<file path="config.mk">
export PLATFORM = sky130hd
export DESIGN_NAME = tfst_ctrl
export DESIGN_NICKNAME = d
export VERILOG_FILES = /design/src/hw/rtl/tfst_pkg.sv /design/src/hw/rtl/tfst_ctrl.sv
export SDC_FILE = /design/constraint.sdc
export NUM_CORES = 1
export LEC_CHECK = 0
export ABC_CLOCK_PERIOD_IN_PS = 3600
export BUFFER_PORTS_ARGS = -buffer_cell sky130_fd_sc_hd__buf_2
export CAP_MARGIN = 20
export CORE_ASPECT_RATIO = 2
export CORE_UTILIZATION = 58
export CTS_CLUSTER_SIZE = 28
export DETAILED_ROUTE_END_ITERATION = 7
export GPL_ROUTABILITY_DRIVEN = 0
export PLACE_DENSITY = 0.84
export REMOVE_ABC_BUFFERS = 1
export SYNTH_ARGS = -nofsm -noshare
export SYNTH_HDL_FRONTEND = slang
export SYNTH_SLANG_ARGS = --single-unit
</file>
<file path="constraint.sdc">
create_clock -name clk -period 3.6 [get_ports clk]
set_input_delay 0.18 -clock clk [delete_from_list [all_inputs] [get_ports clk]]
set_output_delay 0.18 -clock clk [all_outputs]
set_load 0.02 [all_outputs]
</file>
<file path="src/hw/rtl/tfst_pkg.sv">
// Package for the TCP flow statistics table: sizes, flow entry type, FSM states,
// controller/datapath command and status structs. No dependencies.
package tfst_pkg;

    localparam int MaxFlows = 1024;
    localparam int IdxW     = 10;   // entry address bits
    localparam int CntW     = 11;   // fill count bits, holds MaxFlows
    localparam int InW      = 176;
    localparam int OutW     = 264;

    typedef struct packed {
        logic [39:0] t_start;
        logic [15:0] win_max;
        logic [15:0] win_min;
        logic [31:0] dst_bytes;
        logic [31:0] src_bytes;
        logic [31:0] dst_packets;
        logic [31:0] src_packets;
        logic [15:0] rst_cnt;
        logic [15:0] fin_cnt;
        logic [15:0] syn_cnt;
        logic [15:0] dport;
        logic [15:0] sport;
        logic [31:0] dst_addr;
        logic [31:0] src_addr;
    } flow_entry_t;

    typedef enum logic [2:0] {
        ST_IDLE,
        ST_READ,
        ST_CMP,
        ST_UPD,
        ST_OUT
    } state_t;

    // controller -> datapath
    typedef struct packed {
        logic              load;      // capture input item
        logic              rd;        // issue memory read at rd_addr
        logic [IdxW-1:0]   rd_addr;
        logic              upd;       // build result; write entry if not full
        logic              found;
        logic [CntW-1:0]   index;
    } dp_cmd_t;

    // datapath -> controller
    typedef struct packed {
        logic hit;                    // registered read entry matches key
    } dp_stat_t;

endpackage

</file>
<file path="src/hw/rtl/tfst_ctrl.sv">
// Controller: search sequencer over the used entries, fill count, handshakes.
// Depends on tfst_pkg.
module tfst_ctrl (
    input  logic               clk,
    input  logic               rst_n,
    input  logic               in_valid,
    output logic               in_ready,
    output logic               out_valid,
    input  logic               out_ready,
    input  tfst_pkg::dp_stat_t stat,
    output tfst_pkg::dp_cmd_t  cmd
);
    import tfst_pkg::*;

    state_t state_reg, state_next;
    logic [CntW-1:0] used_reg, used_next;
    logic [CntW-1:0] k_reg, k_next;
    logic found_reg, found_next;

    always_ff @(posedge clk or negedge rst_n)
    begin
        if (!rst_n) begin
            state_reg <= ST_IDLE;
            used_reg  <= '0;
            k_reg     <= '0;
            found_reg <= 1'b0;
        end else begin
            state_reg <= state_next;
            used_reg  <= used_next;
            k_reg     <= k_next;
            found_reg <= found_next;
        end
    end

    // next state and commands
    always_comb
    begin
        state_next  = state_reg;
        used_next   = used_reg;
        k_next      = k_reg;
        found_next  = found_reg;
        in_ready    = 1'b0;
        out_valid   = 1'b0;
        cmd         = '0;
        cmd.rd_addr = k_reg[IdxW-1:0];
        cmd.index   = k_reg;
        cmd.found   = found_reg;
        unique case (state_reg)
            ST_IDLE:
            begin
                in_ready = 1'b1;
                if (in_valid) begin
                    cmd.load   = 1'b1;
                    k_next     = '0;
                    found_next = 1'b0;
                    state_next = ST_READ;
                end
            end
            ST_READ:
            begin
                if (k_reg == used_reg) begin
                    state_next = ST_UPD;
                end else begin
                    cmd.rd     = 1'b1;
                    state_next = ST_CMP;
                end
            end
            ST_CMP:
            begin
                if (stat.hit) begin
                    found_next = 1'b1;
                    cmd.rd     = 1'b1;
                    state_next = ST_UPD;
                end else begin
                    k_next     = k_reg + CntW'(1);
                    state_next = ST_READ;
                end
            end
            ST_UPD:
            begin
                cmd.upd = 1'b1;
                if (!found_reg && used_reg != CntW'(MaxFlows))
                    used_next = used_reg + CntW'(1);
                state_next = ST_OUT;
            end
            ST_OUT:
            begin
                out_valid = 1'b1;
                if (out_ready)
                    state_next = ST_IDLE;
            end
            default: state_next = ST_IDLE;
        endcase
    end

    // fill count never exceeds capacity
    assert property (@(posedge clk) disable iff (!rst_n) used_reg <= CntW'(MaxFlows))
        else $error("fill count above capacity");
    // search index stays within used entries
    assert property (@(posedge clk) disable iff (!rst_n) k_reg <= used_reg)
        else $error("search ran past fill count");
    // fill count grows only on an update
    assert property (@(posedge clk) disable iff (!rst_n)
        used_reg != $past(used_reg) |-> $past(state_reg) == ST_UPD)
        else $error("fill count changed outside update");

endmodule

</file>
# Yosys cells after proc, flatten, opt, wreduce, memory -nomap -nowiden
# Cells that the tools add are included.
# classes
eq_ne	10
add_sub_neg	2
n_reduce_logical	8
n_mux	19
# op_table
operator	count
$add A11 B1 Y11 const B	2
$mux W11	2
$pmux W11 S2	1
$pmux W3 S5	1
$eq A11 B11 Y1	1
$ne A11 B11 Y1 const B	1
$mux W1	10
$ne A2 B2 Y1 const B	4
$eq A3 B2 Y1 const B	2
$mux W3	2
$reduce_and A3 Y1	2
$pmux W1 S2	2
$reduce_and A2 Y1	2
$eq A3 B1 Y1 const B	1
$eq A3 B3 Y1 const B	1
$logic_not A3 Y1	1
$mux W2	1
$reduce_bool A2 Y1	1
$logic_and A1 B1 Y1	1
$logic_not A1 Y1	1
# word_totals
word_cells	43
out_inout_bits	27
reg_bits	26
input_bits	5

# Depth between registers and ports, before layout
# depth
depth_word	3
ltp_mapped	6
depth_no_buf	6

# Worst setup path before layout
# No wires, ideal clock.
# synth_path
kind	flip-flop to flip-flop
from	reg state_reg[2]
to	reg k_reg[2]
setup_time_ns	0.142
required_ns	3.458
slack_ns	1.716
period_less_slack_ns	1.884
path_stages_with_launch	6
path_buffers	2
arrival_time_ns	1.742
cell_sequence	dfrtp_1 -> buf_2 -> nor3_1 -> and2_1 -> clkbuf_1 -> nor2_1
# synth_between
elab_chain_len	3
word_cells_on_any_way	7
cone_classes	eq/ne: 3; mux: 1; reduce/logical: 3
# synth_lines
element	line_no	text
from (decl)	tfst_ctrl.sv:15	state_t state_reg, state_next;
from (signal assigned)	tfst_ctrl.sv:28	state_reg <= state_next;
$eq A3 B2 Y1 / $logic_not A3 Y1 (equally long branches)	tfst_ctrl.sv:48	unique case (state_reg)
$ne A2 B2 Y1 (no line) / $reduce_bool A2 Y1 (equally long branches)	n/a	
$reduce_and A3 Y1 (no line)	n/a	
to (signal assigned)	tfst_ctrl.sv:30	k_reg <= k_next;
to (decl)	tfst_ctrl.sv:17	logic [CntW-1:0] k_reg, k_next;
# Parallel ways exist; a longest one is shown, timed or not.
# A chain may end at the register's enable or synchronous reset.

==> results.cfg <==
[sta]
finalHoldViolCount = 0
period_needed_ns = 1.91
final_max_slew_viol_count = 0
worstMarginPinSlew_ns = 0.664
fin_crit_sh = 0.531
slew_headroom = 0.551
setup-violations-final = 0
fin_skew_ns = 0.00522
rsz0062_at_grt = false
fin_setup_tns_ns = 0
fmaxAchievable_mhz = 523

[clock_network]
clk_pin_slew_worst_paths_ns = 0.08
cts_tree = yes
cts_htree_levels = 1
ctsResizeCount = 0
numCtsBuffers = 3
cts_root_buf = clkbuf_8
post_cts_buffers = 0
clock-sinks = 26
insertion_delay_ns = 0.28
clockBufferDepth = 2

[die]
core-area_sq_um = 2540
floorplan.initialDensity = 0.607
die_width_microns = 38.5
ioPinCount = 32
row_count = 26
die_height_microns = 74.9
dieArea_sq_um = 2880

[critical_path]
cp-end-kind = output pin
cp_top_family = simple AND/OR/NAND/NOR gates
worstPathRequired_ns = 3.42
critical-path-max-stage-delay_ns = 0.51
critPathMaxFanout = 10
cp.arrival_ns = 1.73
cp_slowest_cell = dfrtp_1
crit_chain = nor3_1 > and2_1 > buf_2
path_buf_inv = 1
worstSetupPathType = register to output pin
crit_path_start_kind = register

[drt]
drt_iter0_markers = 40
first_pass_iters = 4
routed_via_density = 6.27
antenna_left = 0
wl_per_cell_microns = 16.5
wirelength_microns = 3340
num_vias = 1273
drc = 0

[power]
power.net_switching_mw = 0.448
combPwrFrac = 0.381
leakage_nw = 0.793
p_sw_frac = 0.424
p_seq_frac = 0.440
internal_power_mw = 0.608
power_mw = 1.06
pwr-share-clk = 0.180
p_per_area_nw_per_um2 = 627
ir_drop_v = 0.000411

[finish]
final_area_sq_um = 1680
drive_gt1_frac = 0.240
final_nets = 184
antennaDiodeCount = 0
area_growth_pct = 9.25
fill_cells = 209

[global_routing]
antenna_found_initial = 0
grt_pass1_vias = 1109
grt_busiest_layer = met2
use_met1 = 0.286
grt_pass1_wl_microns = 5090
grtUsageTotal = 0.251
grtUsageMet3 = 0.0354
grt_overflow = 0
use_met2 = 0.427
grt_max_degree = 27

[min_path]
hold_class = input port to register

[run]
max_cap_violations = 0

[placement]
dpl.hpwl_microns = 2460
numPortBuffers = 31
post_dp_cell_area_sq_um = 1620

[logic_synthesis]
synth_cells = 157
synth_area_sq_um = 1540
yosys_warnings = 0
yosys_register_bits = 26
avgSynthCellArea_sq_um = 9.82
synth-seq-area-share = 0.422
ys_types = 36

[outcome]
status = complete, no violations
-- cell families after synthesis --
logic type | after synthesis | synth area share
AOI/OAI and AO/OA | 26 | 0.117
xor gates and xnor gates | 24 | 0.136
adders and majority gates | 3 | 0.0244
and+or+nand+nor | 56 | 0.218
buffers and inverters | 22 | 0.0828
DFF | 26 | 0.422
-- worst register-to-register path: stages (launching register included) --
cell and delay [ns]:
dfrtp_1 0.55, nor2b_1 0.29, o2111ai_4 0.21, or4_1 0.54
a21oi_1 0.17
-- through the flow --
step | cells | hold WS [ns] | setup WS, ns | util
after floorplan | 139 | -0.116 | 1.77 | -
after global placement | 198 | 0.196 | 1.91 | 0.638
after detailed placement | 198 | 0.208 | 1.81 | 0.638
after CTS | 203 | 0.159 | 1.69 | 0.664
after global routing | 203 | 0.164 | 1.63 | 0.664
final | 203 | 0.163 | 1.69 | 0.664
-- final timing paths --
| check | startpoint | end | slack (ns) | cells past startpoint |
|---|---|---|---|---|
| setup reg to reg | state_reg[1]$_DFFE_PN0P_ | k_reg[10]$_DFFE_PN0P_ | 1.77 | 4 |
| hold reg to reg | used_reg[10]$_DFFE_PN0P_ | used_reg[10]$_DFFE_PN0P_ | 0.54 | 1 |
| min in group asynchronous | rst_n | k_reg[5]$_DFFE_PN0P_ | 0.43 | 2 |
| setup / recovery | state_reg[2]$_DFFE_PN0P_ | cmd[24] | 1.69 | 3 |
| hold / removal | out_ready | state_reg[2]$_DFFE_PN0P_ | 0.16 | 3 |
| max in group asynchronous | rst_n | used_reg[1]$_DFFE_PN0P_ | 2.78 | 2 |
-- layer usage --
layer	wire [microns]	share of wire	up-vias
li1	-	-	582
met1	1260	0.38	622
met2	1790	0.54	60
met3	181	0.054	9
met4	104	0.031	0
met5	0	0	-
-- cell usage in the layout, fill, tap and decap left out, types with 2 or more instances in the layout --
cell type	count
ha_1	3
a21o_1	2
buf_2	31
inv_1	4
nand3_1	5
nand4_1	10
xor2_1	6
xnor2_1	18
or4_1	4
nand2_1	11
or3_2	3
o31a_1	2
dfrtp_1	26
o31ai_1	3
clkbuf_8	4
a21oi_1	9
o21ai_0	5
nor4_1	2
and4_1	3
nor2b_1	2
a22o_1	2
nor2_1	7
-- timing repair --
action,in CTS,in global routing
setup endpoints to repair,0,0
endpoints found under the hold margin,26,0
hold buffers,1,0
-- Yosys cell counts, drive strengths merged --
library cell  count  share of area
dfrtp            26           0.42
xnor2            18           0.10
buf              15          0.066
nand2            11          0.027
nand4            10          0.041
a21oi             9          0.029
nor2              8          0.024
o21ai             6          0.019
xor2              6          0.034
nand3             5          0.016
inv               4         0.0097
or4               4          0.019
and4              3          0.017
clkbuf            3         0.0073
ha                3          0.024
o31ai             3          0.015
or3               3          0.015
a21o              2         0.0097
a22o              2          0.011
nor2b             2         0.0081
nor4              2         0.0081
o31a              2          0.011
a31oi             1         0.0041
and2              1         0.0041
and3              1         0.0073
and4bb            1         0.0081
nand2b            1         0.0041
nand3b            1         0.0049
nor3              1         0.0032
nor3b             1         0.0049
nor4b             1         0.0057
o2111ai           1          0.017
-- final cells by class --
| type | count | area [sq um] | share of cell area |
|---|---|---|---|
| sequential | 26 | 651 | 0.386 |
| timing repair buffer | 32 | 165 | 0.0981 |
| clock buffer | 4 | 55.1 | 0.0327 |
| multi-input combinational | 109 | 763 | 0.453 |
| inverter | 4 | 15.0 | 0.00892 |
| tap | 28 | 35.0 | 0.0208 |
-- power groups by stage --
stage	sequential, mW	combinational (mW)	clock [mW]
2_1_floorplan	0.463	0.270	0
3_3_place_gp	0.461	0.380	0
3_5_place_dp	0.466	0.399	0
4_1_cts	0.461	0.402	0.194
5_1_grt	0.476	0.440	0.203
6_report	0.465	0.402	0.190
Power figures use the tool's default switching activity.
